[config.mk]
export PLATFORM = sky130hd
export DESIGN_NAME = string_escape_decoder_top
export DESIGN_NICKNAME = d
export VERILOG_FILES = /design/src/sed_pkg.sv /design/src/sed_step.sv /design/src/sed_outbuf.sv /design/src/string_escape_decoder_top.sv
export SDC_FILE = /design/constraint.sdc
export NUM_CORES = 1
export LEC_CHECK = 0
export ABC_AREA = 1
export BUFFER_PORTS_ARGS = -buffer_cell sky130_fd_sc_hd__buf_2
export CAP_MARGIN = 5
export CORE_ASPECT_RATIO = 0.6
export CORE_UTILIZATION = 47
export DETAILED_ROUTE_END_ITERATION = 8
export PLACE_DENSITY = 0.71
export SETUP_SLACK_MARGIN = 0.3
export SLEW_MARGIN = 20
export SYNTH_ARGS = -nofsm -noshare
export SYNTH_HDL_FRONTEND = slang
export SYNTH_HIERARCHICAL = 1
export SYNTH_SLANG_ARGS = --single-unit
[constraint.sdc]
create_clock -name clock -period 16.5 [get_ports clock]
set_input_delay 0.825 -clock clock [delete_from_list [all_inputs] [get_ports clock]]
set_output_delay 0.825 -clock clock [all_outputs]
set_load 0.05 [all_outputs]
[src/sed_pkg.sv]
// shared types and constants of the string escape decoder
package sed_pkg;

   localparam int MAX_RESULTS = 6;
   localparam int CNT_W       = $clog2(MAX_RESULTS + 1);

   localparam logic [3:0] ERR_NONE         = 4'd0;
   localparam logic [3:0] ERR_NEWLINE      = 4'd1;
   localparam logic [3:0] ERR_BAD_HEX      = 4'd2;
   localparam logic [3:0] ERR_NO_BRACE     = 4'd3;
   localparam logic [3:0] ERR_TOO_LARGE    = 4'd4;
   localparam logic [3:0] ERR_BAD_U        = 4'd5;
   localparam logic [3:0] ERR_DEC_RANGE    = 4'd6;
   localparam logic [3:0] ERR_UNKNOWN_ESC  = 4'd7;
   localparam logic [3:0] ERR_UNTERMINATED = 4'd8;
   localparam logic [3:0] ERR_BAD_OPENER   = 4'd9;

   typedef struct packed {
      logic [7:0] src_byte;
      logic       end_of_text;
   } req_type;

   typedef struct packed {
      logic [7:0] out_byte;
      logic       byte_valid;
      logic       last_of_run;
      logic       literal_done;
      logic [3:0] error_code;
   } rsp_type;

   // one result before its position in the run is known
   typedef struct packed {
      logic [7:0] out_byte;
      logic       byte_valid;
      logic       literal_done;
      logic [3:0] error_code;
   } entry_type;

   // all results caused by one item
   typedef struct packed {
      entry_type [MAX_RESULTS-1:0] ent;
      logic [CNT_W-1:0]            count;
   } bundle_type;

endpackage

[src/sed_step.sv]
// decoder state register and the per-byte decode logic
module sed_step
   import sed_pkg::*;
(
   input  logic       clock,
   input  logic       reset,
   input  req_type    item,
   input  logic       advance,
   output bundle_type bundle
);

   typedef enum logic [3:0] {
      PH_IDLE     = 4'd0,
      PH_BODY     = 4'd1,
      PH_ESC      = 4'd2,
      PH_HEX1     = 4'd3,
      PH_HEX2     = 4'd4,
      PH_ZSKIP    = 4'd5,
      PH_AFTER_CR = 4'd6,
      PH_AFTER_LF = 4'd7,
      PH_U_OPEN   = 4'd8,
      PH_U_DIGITS = 4'd9,
      PH_DEC      = 4'd10
   } phase_type;

   localparam logic [7:0] CH_LF     = 8'h0A;
   localparam logic [7:0] CH_CR     = 8'h0D;
   localparam logic [7:0] CH_DQUOTE = 8'h22;
   localparam logic [7:0] CH_SQUOTE = 8'h27;
   localparam logic [7:0] CH_BSLASH = 8'h5C;
   localparam logic [7:0] CH_LBRACE = 8'h7B;
   localparam logic [7:0] CH_RBRACE = 8'h7D;

   phase_type   phase_ff, phase_in;
   logic        quote_ff, quote_in;
   logic [30:0] acc_ff, acc_in;
   logic [1:0]  dcnt_ff, dcnt_in;
   logic        seen_ff, seen_in;

   // bit 4 flags a hex digit, bits 3:0 carry its value
   function automatic logic [4:0] hex_value(input logic [7:0] v);
      logic [4:0] r;
      r = '0;
      if (v inside {[8'h30:8'h39]}) begin
         r = {1'b1, v[3:0]};
      end else if (v inside {[8'h61:8'h66], [8'h41:8'h46]}) begin
         r = {1'b1, v[3:0] + 4'd9};
      end
      return r;
   endfunction

   function automatic entry_type ent_byte(input logic [7:0] v);
      return '{out_byte: v, byte_valid: 1'b1, literal_done: 1'b0, error_code: ERR_NONE};
   endfunction

   always_comb begin
      logic [CNT_W-1:0] n;
      logic             body;
      logic             fail;
      logic             done;
      logic [3:0]       fcode;
      logic [4:0]       hx;
      logic [9:0]       dec;
      logic [7:0]       b;
      logic             eot;
      logic [7:0]       q;
      logic [30:0]      cp;

      b     = item.src_byte;
      eot   = item.end_of_text;
      n     = '0;
      body  = 1'b0;
      fail  = 1'b0;
      done  = 1'b0;
      fcode = ERR_NONE;
      hx    = hex_value(b);
      dec   = 10'(acc_ff[6:0]) * 10'd10 + 10'(b[3:0]);
      q     = quote_ff ? CH_SQUOTE : CH_DQUOTE;
      cp    = acc_ff;
      bundle.ent = '0;

      phase_in = phase_ff;
      quote_in = quote_ff;
      acc_in   = acc_ff;
      dcnt_in  = dcnt_ff;
      seen_in  = seen_ff;

      case (phase_ff)
         PH_BODY: begin
            body = 1'b1;
         end
         PH_ESC: begin
            if (eot) begin
               fail  = 1'b1;
               fcode = ERR_UNTERMINATED;
            end else begin
               phase_in = PH_BODY;
               case (b)
                  8'h6E: begin bundle.ent[n] = ent_byte(CH_LF); n = n + 1'b1; end
                  8'h74: begin bundle.ent[n] = ent_byte(8'h09); n = n + 1'b1; end
                  8'h72: begin bundle.ent[n] = ent_byte(CH_CR); n = n + 1'b1; end
                  8'h61: begin bundle.ent[n] = ent_byte(8'h07); n = n + 1'b1; end
                  8'h62: begin bundle.ent[n] = ent_byte(8'h08); n = n + 1'b1; end
                  8'h66: begin bundle.ent[n] = ent_byte(8'h0C); n = n + 1'b1; end
                  8'h76: begin bundle.ent[n] = ent_byte(8'h0B); n = n + 1'b1; end
                  CH_BSLASH, CH_DQUOTE, CH_SQUOTE: begin
                     bundle.ent[n] = ent_byte(b);
                     n = n + 1'b1;
                  end
                  8'h78: phase_in = PH_HEX1;
                  8'h7A: phase_in = PH_ZSKIP;
                  8'h75: phase_in = PH_U_OPEN;
                  CH_LF: begin
                     bundle.ent[n] = ent_byte(CH_LF);
                     n = n + 1'b1;
                     phase_in = PH_AFTER_LF;
                  end
                  CH_CR: begin
                     bundle.ent[n] = ent_byte(CH_LF);
                     n = n + 1'b1;
                     phase_in = PH_AFTER_CR;
                  end
                  default: begin
                     if (b inside {[8'h30:8'h39]}) begin
                        acc_in   = 31'(b[3:0]);
                        dcnt_in  = 2'd1;
                        phase_in = PH_DEC;
                     end else begin
                        fail  = 1'b1;
                        fcode = ERR_UNKNOWN_ESC;
                     end
                  end
               endcase
            end
         end
         PH_HEX1: begin
            if (eot || !hx[4]) begin
               fail  = 1'b1;
               fcode = ERR_BAD_HEX;
            end else begin
               acc_in   = 31'(hx[3:0]);
               phase_in = PH_HEX2;
            end
         end
         PH_HEX2: begin
            if (eot || !hx[4]) begin
               fail  = 1'b1;
               fcode = ERR_BAD_HEX;
            end else begin
               bundle.ent[n] = ent_byte({acc_ff[3:0], hx[3:0]});
               n = n + 1'b1;
               acc_in   = '0;
               phase_in = PH_BODY;
            end
         end
         PH_ZSKIP: begin
            if (eot || !(b == 8'h20 || b inside {[8'h09:8'h0D]})) begin
               body = 1'b1;
            end
         end
         PH_AFTER_CR, PH_AFTER_LF: begin
            // the other half of a CR LF or LF CR pair is swallowed
            if (!eot && b == ((phase_ff == PH_AFTER_CR) ? CH_LF : CH_CR)) begin
               phase_in = PH_BODY;
            end else begin
               body = 1'b1;
            end
         end
         PH_U_OPEN: begin
            if (eot || b != CH_LBRACE) begin
               fail  = 1'b1;
               fcode = ERR_NO_BRACE;
            end else begin
               acc_in   = '0;
               seen_in  = 1'b0;
               phase_in = PH_U_DIGITS;
            end
         end
         PH_U_DIGITS: begin
            if (!eot && hx[4]) begin
               if (acc_ff[30:27] != 4'd0) begin
                  fail  = 1'b1;
                  fcode = ERR_TOO_LARGE;
               end else begin
                  acc_in  = {acc_ff[26:0], hx[3:0]};
                  seen_in = 1'b1;
               end
            end else if (!eot && b == CH_RBRACE && seen_ff) begin
               // utf-8 with up to six bytes
               if (cp < 31'h80) begin
                  bundle.ent[0] = ent_byte(cp[7:0]);
                  n = 3'd1;
               end else if (cp < 31'h800) begin
                  bundle.ent[0] = ent_byte({3'b110, cp[10:6]});
                  bundle.ent[1] = ent_byte({2'b10, cp[5:0]});
                  n = 3'd2;
               end else if (cp < 31'h10000) begin
                  bundle.ent[0] = ent_byte({4'b1110, cp[15:12]});
                  bundle.ent[1] = ent_byte({2'b10, cp[11:6]});
                  bundle.ent[2] = ent_byte({2'b10, cp[5:0]});
                  n = 3'd3;
               end else if (cp < 31'h200000) begin
                  bundle.ent[0] = ent_byte({5'b11110, cp[20:18]});
                  bundle.ent[1] = ent_byte({2'b10, cp[17:12]});
                  bundle.ent[2] = ent_byte({2'b10, cp[11:6]});
                  bundle.ent[3] = ent_byte({2'b10, cp[5:0]});
                  n = 3'd4;
               end else if (cp < 31'h4000000) begin
                  bundle.ent[0] = ent_byte({6'b111110, cp[25:24]});
                  bundle.ent[1] = ent_byte({2'b10, cp[23:18]});
                  bundle.ent[2] = ent_byte({2'b10, cp[17:12]});
                  bundle.ent[3] = ent_byte({2'b10, cp[11:6]});
                  bundle.ent[4] = ent_byte({2'b10, cp[5:0]});
                  n = 3'd5;
               end else begin
                  bundle.ent[0] = ent_byte({7'b1111110, cp[30]});
                  bundle.ent[1] = ent_byte({2'b10, cp[29:24]});
                  bundle.ent[2] = ent_byte({2'b10, cp[23:18]});
                  bundle.ent[3] = ent_byte({2'b10, cp[17:12]});
                  bundle.ent[4] = ent_byte({2'b10, cp[11:6]});
                  bundle.ent[5] = ent_byte({2'b10, cp[5:0]});
                  n = 3'd6;
               end
               acc_in   = '0;
               seen_in  = 1'b0;
               phase_in = PH_BODY;
            end else begin
               fail  = 1'b1;
               fcode = ERR_BAD_U;
            end
         end
         PH_DEC: begin
            if (!eot && b inside {[8'h30:8'h39]} && dcnt_ff != 2'd3) begin
               acc_in  = 31'(dec);
               dcnt_in = dcnt_ff + 2'd1;
               // third digit closes the escape
               if (dcnt_ff == 2'd2) begin
                  if (dec > 10'd255) begin
                     fail  = 1'b1;
                     fcode = ERR_DEC_RANGE;
                  end else begin
                     bundle.ent[n] = ent_byte(dec[7:0]);
                     n = n + 1'b1;
                     acc_in   = '0;
                     dcnt_in  = '0;
                     phase_in = PH_BODY;
                  end
               end
            end else if (acc_ff > 31'd255) begin
               fail  = 1'b1;
               fcode = ERR_DEC_RANGE;
            end else begin
               // pending value goes out before the byte that ended it
               bundle.ent[n] = ent_byte(acc_ff[7:0]);
               n = n + 1'b1;
               acc_in  = '0;
               dcnt_in = '0;
               body    = 1'b1;
            end
         end
         default: begin
            acc_in   = '0;
            dcnt_in  = '0;
            seen_in  = 1'b0;
            phase_in = PH_IDLE;
            if (!eot) begin
               if (b == CH_DQUOTE || b == CH_SQUOTE) begin
                  quote_in = (b == CH_SQUOTE);
                  phase_in = PH_BODY;
               end else begin
                  fail  = 1'b1;
                  fcode = ERR_BAD_OPENER;
               end
            end
         end
      endcase

      if (body) begin
         phase_in = PH_BODY;
         if (eot) begin
            fail  = 1'b1;
            fcode = ERR_UNTERMINATED;
         end else if (b == q) begin
            done = 1'b1;
         end else if (b == CH_LF || b == CH_CR) begin
            fail  = 1'b1;
            fcode = ERR_NEWLINE;
         end else if (b == CH_BSLASH) begin
            phase_in = PH_ESC;
         end else begin
            bundle.ent[n] = ent_byte(b);
            n = n + 1'b1;
         end
      end

      if (fail || done) begin
         bundle.ent[n] = '{out_byte: 8'h00, byte_valid: 1'b0, literal_done: done,
                           error_code: fcode};
         n = n + 1'b1;
         phase_in = PH_IDLE;
         acc_in   = '0;
         dcnt_in  = '0;
         seen_in  = 1'b0;
      end

      bundle.count = n;
   end

   always_ff @(posedge clock) begin
      if (reset) begin
         phase_ff <= PH_IDLE;
         quote_ff <= 1'b0;
         acc_ff   <= '0;
         dcnt_ff  <= '0;
         seen_ff  <= 1'b0;
      end else if (advance) begin
         phase_ff <= phase_in;
         quote_ff <= quote_in;
         acc_ff   <= acc_in;
         dcnt_ff  <= dcnt_in;
         seen_ff  <= seen_in;
      end
   end

endmodule

[src/sed_outbuf.sv]
// result register that holds one item's results and hands them out one per transfer
module sed_outbuf
   import sed_pkg::*;
(
   input  logic       clock,
   input  logic       reset,
   input  logic       load,
   input  bundle_type bundle,
   output logic       free,
   output logic       rsp_valid,
   input  logic       rsp_ready,
   output rsp_type    rsp_data
);

   entry_type [MAX_RESULTS-1:0] ent_ff;
   logic [CNT_W-1:0]            cnt_ff;
   logic [CNT_W-1:0]            idx_ff;
   logic                        last;
   entry_type                   cur;

   assign cur       = ent_ff[idx_ff];
   assign last      = (idx_ff == cnt_ff - 1'b1);
   assign rsp_valid = (cnt_ff != '0);
   // empty now, or the last result leaves in this cycle
   assign free      = !rsp_valid || (rsp_ready && last);

   assign rsp_data = '{out_byte:     cur.out_byte,
                       byte_valid:   cur.byte_valid,
                       last_of_run:  last,
                       literal_done: cur.literal_done,
                       error_code:   cur.error_code};

   always_ff @(posedge clock) begin
      if (load) begin
         ent_ff <= bundle.ent;
      end
   end

   always_ff @(posedge clock) begin
      if (reset) begin
         cnt_ff <= '0;
         idx_ff <= '0;
      end else if (load) begin
         cnt_ff <= bundle.count;
         idx_ff <= '0;
      end else if (rsp_valid && rsp_ready) begin
         if (last) begin
            cnt_ff <= '0;
            idx_ff <= '0;
         end else begin
            idx_ff <= idx_ff + 1'b1;
         end
      end
   end

`ifndef SYNTH
   a_idx_in_run: assert property (@(posedge clock) disable iff (reset)
      rsp_valid |-> (idx_ff < cnt_ff) && (cnt_ff <= CNT_W'(MAX_RESULTS)))
      else $error("result index outside the held run");

   a_run_continues: assert property (@(posedge clock) disable iff (reset)
      rsp_valid && rsp_ready && !rsp_data.last_of_run |=> rsp_valid)
      else $error("run ended without its last result");

   a_status_is_last: assert property (@(posedge clock) disable iff (reset)
      rsp_valid && (rsp_data.literal_done || rsp_data.error_code != ERR_NONE)
         |-> !rsp_data.byte_valid && rsp_data.last_of_run)
      else $error("done or error result carries a byte or is not last");

   a_load_when_free: assert property (@(posedge clock) disable iff (reset)
      load |-> free && bundle.count != '0)
      else $error("results loaded over a run still in flight");
`endif

endmodule

[src/string_escape_decoder_top.sv]
// top level of the quoted string literal escape decoder
// Decodes one quoted literal from source bytes, one byte per req_ transfer, the
// first byte being the opening quote. Each item yields zero to six rsp_ results:
// decoded bytes, a done result on the closing quote, or an error result, after
// which the block is idle again; last_of_run marks the final result of an item.
// Items pass an input register, the decode logic and a result register, so the
// first result is offered on rsp_ from the result register and can leave while
// rsp_ready is high. The block takes one item per cycle as long as each item
// yields at most one result and rsp_ready stays high; an item that yields more
// than one result holds the result register until its last result leaves (up to
// six for a \u{...} escape emitted as UTF-8), and the next item that yields
// results waits in the input register while req_ready is low.
module string_escape_decoder_top
   import sed_pkg::*;
(
   input  logic    clock,
   input  logic    reset,
   input  logic    req_valid,
   output logic    req_ready,
   input  req_type req_data,
   output logic    rsp_valid,
   input  logic    rsp_ready,
   output rsp_type rsp_data
);

   logic       in_vld_ff;
   req_type    in_ff;
   bundle_type bundle;
   logic       free;
   logic       advance;
   logic       load;

   // an item with no results never waits on the result register
   assign advance   = in_vld_ff && (bundle.count == '0 || free);
   assign load      = advance && bundle.count != '0;
   assign req_ready = !in_vld_ff || advance;

   always_ff @(posedge clock) begin
      if (req_valid && req_ready) begin
         in_ff <= req_data;
      end
   end

   always_ff @(posedge clock) begin
      if (reset) begin
         in_vld_ff <= 1'b0;
      end else if (req_valid && req_ready) begin
         in_vld_ff <= 1'b1;
      end else if (advance) begin
         in_vld_ff <= 1'b0;
      end
   end

   sed_step u_step (
      .clock   (clock),
      .reset   (reset),
      .item    (in_ff),
      .advance (advance),
      .bundle  (bundle)
   );

   sed_outbuf u_outbuf (
      .clock     (clock),
      .reset     (reset),
      .load      (load),
      .bundle    (bundle),
      .free      (free),
      .rsp_valid (rsp_valid),
      .rsp_ready (rsp_ready),
      .rsp_data  (rsp_data)
   );

endmodule
==> results.yml <==
logic_synthesis:
  synth_compound_area_share_pct: 15.32
  yosys.area_share.xor_xnor_pct: 1.104
  synthMuxAreaShare_pct: 0
  netlist_area_um2: 9409
  synthAdderAreaFrac_pct: 3.484
  yosysWarnings: 6
  ys_types: 56
  synth-seq-cells: 139
  syn-instance-count: 1271
  avgSynthCellArea_um2: 7.403
  synth_top_family_by_area: "simple AND/OR/NAND/NOR gates"
  synth_top_area_cell: "edfxtp_1"
  synth_top_area_share_pct: 29.68
  synth.yosys.seq_area_share_pct: 39.47
  synth_area_leaders: "edfxtp_1 (30%), dfxtp_1 (9.8%), nand2_1 (9.3%)"
  synthSimpleGateAreaFrac_pct: 28.91
floorplanning:
  start_util_pct: 48.69
  dieArea_um2: 20610
  die_y_um: 111.6
  ios: 30
  coreArea_um2: 19320
  row_count: 39
  fp.dieW_um: 184.7
pwr:
  irDropWorstVdd_mv: 0.07793
  swShare_pct: 36.69
  p_clk_share_pct: 34.0
  seqPwrFrac_pct: 38.6
  powerDensity_nw_per_um2: 110.3
  combPwrFrac_pct: 27.4
  power_switching_uw: 410.5
  leakage_nw: 4.499
  internal_power_uw: 708.3
critical_path:
  cp.required_ps: 16810
  worstSetupEndpointType: "flip-flop"
  critPathLaunchType: "flip-flop"
  arrival_ps: 6460
  critical_path_class: "flip-flop to flip-flop"
  crit_fanout: 49
cts:
  cts_buffer_depth: 2
  ctsHoldBuffers: 0
  clock_latency_ps: 430
  cts_resized: 0
  numCtsBuffers: 17
  cts_setup_buffers: 0
  path_clk_slew_ps: 60
  cts-root-buf: "clkbuf_16"
  h-tree-depth: 4
  cts_tree: "yes"
  cts_sinks: 139
detailed_routing:
  drc: 0
  wire_per_inst_um: 19.44
  viasPerCell: 5.696
  drt.antenna.violating_nets: 0
  drt_iter0_markers: 1297
  dr_total_vias: 8863
  first_pass_iters: 6
  wirelength_um: 30260
timing:
  final.setup_skew_ps: 14.07
  post-route-period-util_pct: 37.30
  hold_viol_final: 0
  fin_crit_ps: 6155
  totalNegativeSetupSlack_ps: 0
  maxSlewHeadroom_pct: 23.86
  setup_viol: 0
  rsz0062_at_grt: "false"
  fmax_mhz: 162.5
  tightest_slew_ps: 1133
  slew_viol_final: 0
job:
  max_cap_violations: 0
grt:
  grt_max_degree: 90
  grt_pass1_vias: 8287
  grtUsageTotal_pct: 30.49
  grt_first_pass_wirelength_um: 47190
  antenna_found_initial: 0
  grt_overflow_total: 0
placed_design:
  post-dp-hpwl_um: 22260
  gp_congestion: 1.014
  dpl-instance-area_um2: 9565
  io_buffers: 29
worst_hold_path:
  hold_path.class: "flip-flop to flip-flop"
finish:
  layout_commonest_cell: "nand2_1"
  drive_gt1_share_pct: 9.767
  layout.nets: 1315
  area_growth_syn_to_layout_pct: 7.766
  n_antenna_cell: 0
  layout_common_cells: "nand2_1 (234), nor2_1 (231), inv_1 (148)"
  design_area_um2: 10140
run_status:
  status: "finished, final reports clean"
## power by group through the flow
stage / registers (mW) / clock network [mW] / logic [mW]
2_1_floorplan: 0.425 / 0 / 0.224
5_1_grt: 0.434 / 0.401 / 0.336
3_5_place_dp: 0.438 / 0 / 0.295
6_report: 0.432 / 0.381 / 0.306
3_3_place_gp: 0.438 / 0 / 0.298
4_1_cts: 0.431 / 0.386 / 0.297
## area by class of cell
class / count / area, µm²
clock buffer: 18 / 429.2
inverter: 167 / 638.1
multi-input combinational: 917 / 4691
clock inverter: 14 / 145.1
sequential: 139 / 3714
fill: 1938 / 9184
timing repair buffer: 35 / 190.2
tap: 266 / 332.8
## synthesized netlist by cell type, drive strengths merged
cell / instances
nand2: 245
nor2: 243
inv: 164
o21ai: 108
edfxtp: 93
nand3: 64
buf: 53
dfxtp: 46
o22ai: 41
nand4: 37
a21oi: 36
ha: 23
clkbuf: 20
nor3: 16
a22oi: 10
xor2: 9
o211ai: 8
a2111oi: 6
a211oi: 6
a31oi: 6
o221ai: 4
o32ai: 4
a221oi: 3
clkinv: 3
o2111ai: 3
o31ai: 3
a21boi: 2
and2: 2
fa: 2
nor2b: 2
nor4: 2
or2: 2
xnor2: 2
a21o: 1
conb: 1
nand3b: 1
## flip-flops by register name, indices dropped and copies added (netlist names)
register         count
u_outbuf/ent_ff     84
u_step/phase_ff      4
u_step/acc_ff       31
u_outbuf/idx_ff      3
u_outbuf/cnt_ff      3
u_step/dcnt_ff       2
in_ff                9
u_step/seen_ff       1
in_vld_ff            1
u_step/quote_ff      1
## worst max-delay path: stages (launching register included)
cell	delay, ps
dfxtp_1	340
nor2_1	270
nand2_1	150
nor2_1	190
nand3_1	660
nor2_1	640
nor2_1	150
inv_2	210
a21oi_1	80
inv_1	110
nand4_2	160
ha_1	330
a21oi_1	320
inv_1	90
ha_1	280
nand2_1	70
nand2_1	80
nor2_2	110
nand2_2	90
a21boi_1	130
buf_4	290
nand3_2	750
a21oi_1	430
nor2_1	60
## worst paths after layout
check        cells past startpoint               start  slack, ps            endpoint
max                             23   u_step/acc_ff[27]      10350    u_step/acc_ff[2]
min reg2reg                      2  u_outbuf/cnt_ff[2]        490  u_outbuf/cnt_ff[2]
max reg2reg                     23   u_step/acc_ff[27]      10350    u_step/acc_ff[2]
min                              2  u_outbuf/cnt_ff[2]        490  u_outbuf/cnt_ff[2]
## metrics by stage
| step | power, mW | utilization (%) | hold WS (ps) | worst slack, ps | cells |
|---|---|---|---|---|---|
| after floorplan | 0.6496 | - | 457.6 | 10620 | 1296 |
| after global placement | 0.7355 | 49.50 | 482.1 | 10570 | 1524 |
| after detailed placement | 0.7332 | 49.50 | 481.7 | 10470 | 1524 |
| after CTS | 1.114 | 52.47 | 491.0 | 10420 | 1556 |
| after global routing | 1.171 | 52.47 | 511.2 | 9691 | 1556 |
| final | 1.119 | 52.47 | 487.0 | 10350 | 1556 |
## logic make-up (layout without fill, tap and decap cells)
family / count (synthesis) / after routing
and+or+nand+nor: 614 / 614
AOI/OAI and AO/OA: 241 / 241
buffers and inverters: 240 / 234
DFF: 139 / 139
adders and majority gates: 25 / 25
xor gates and xnor gates: 11 / 11
other: 1 / 26
## layer usage
metal,global-route usage (%),vias up,share of wire [%]
met4,5.344,0,0.83
met1,46.03,4125,47
met2,39.85,478,39
met5,0,-,0
met3,13.08,27,13
li1,-,4233,-
Note: power is estimated with default switching activity, not from simulation.
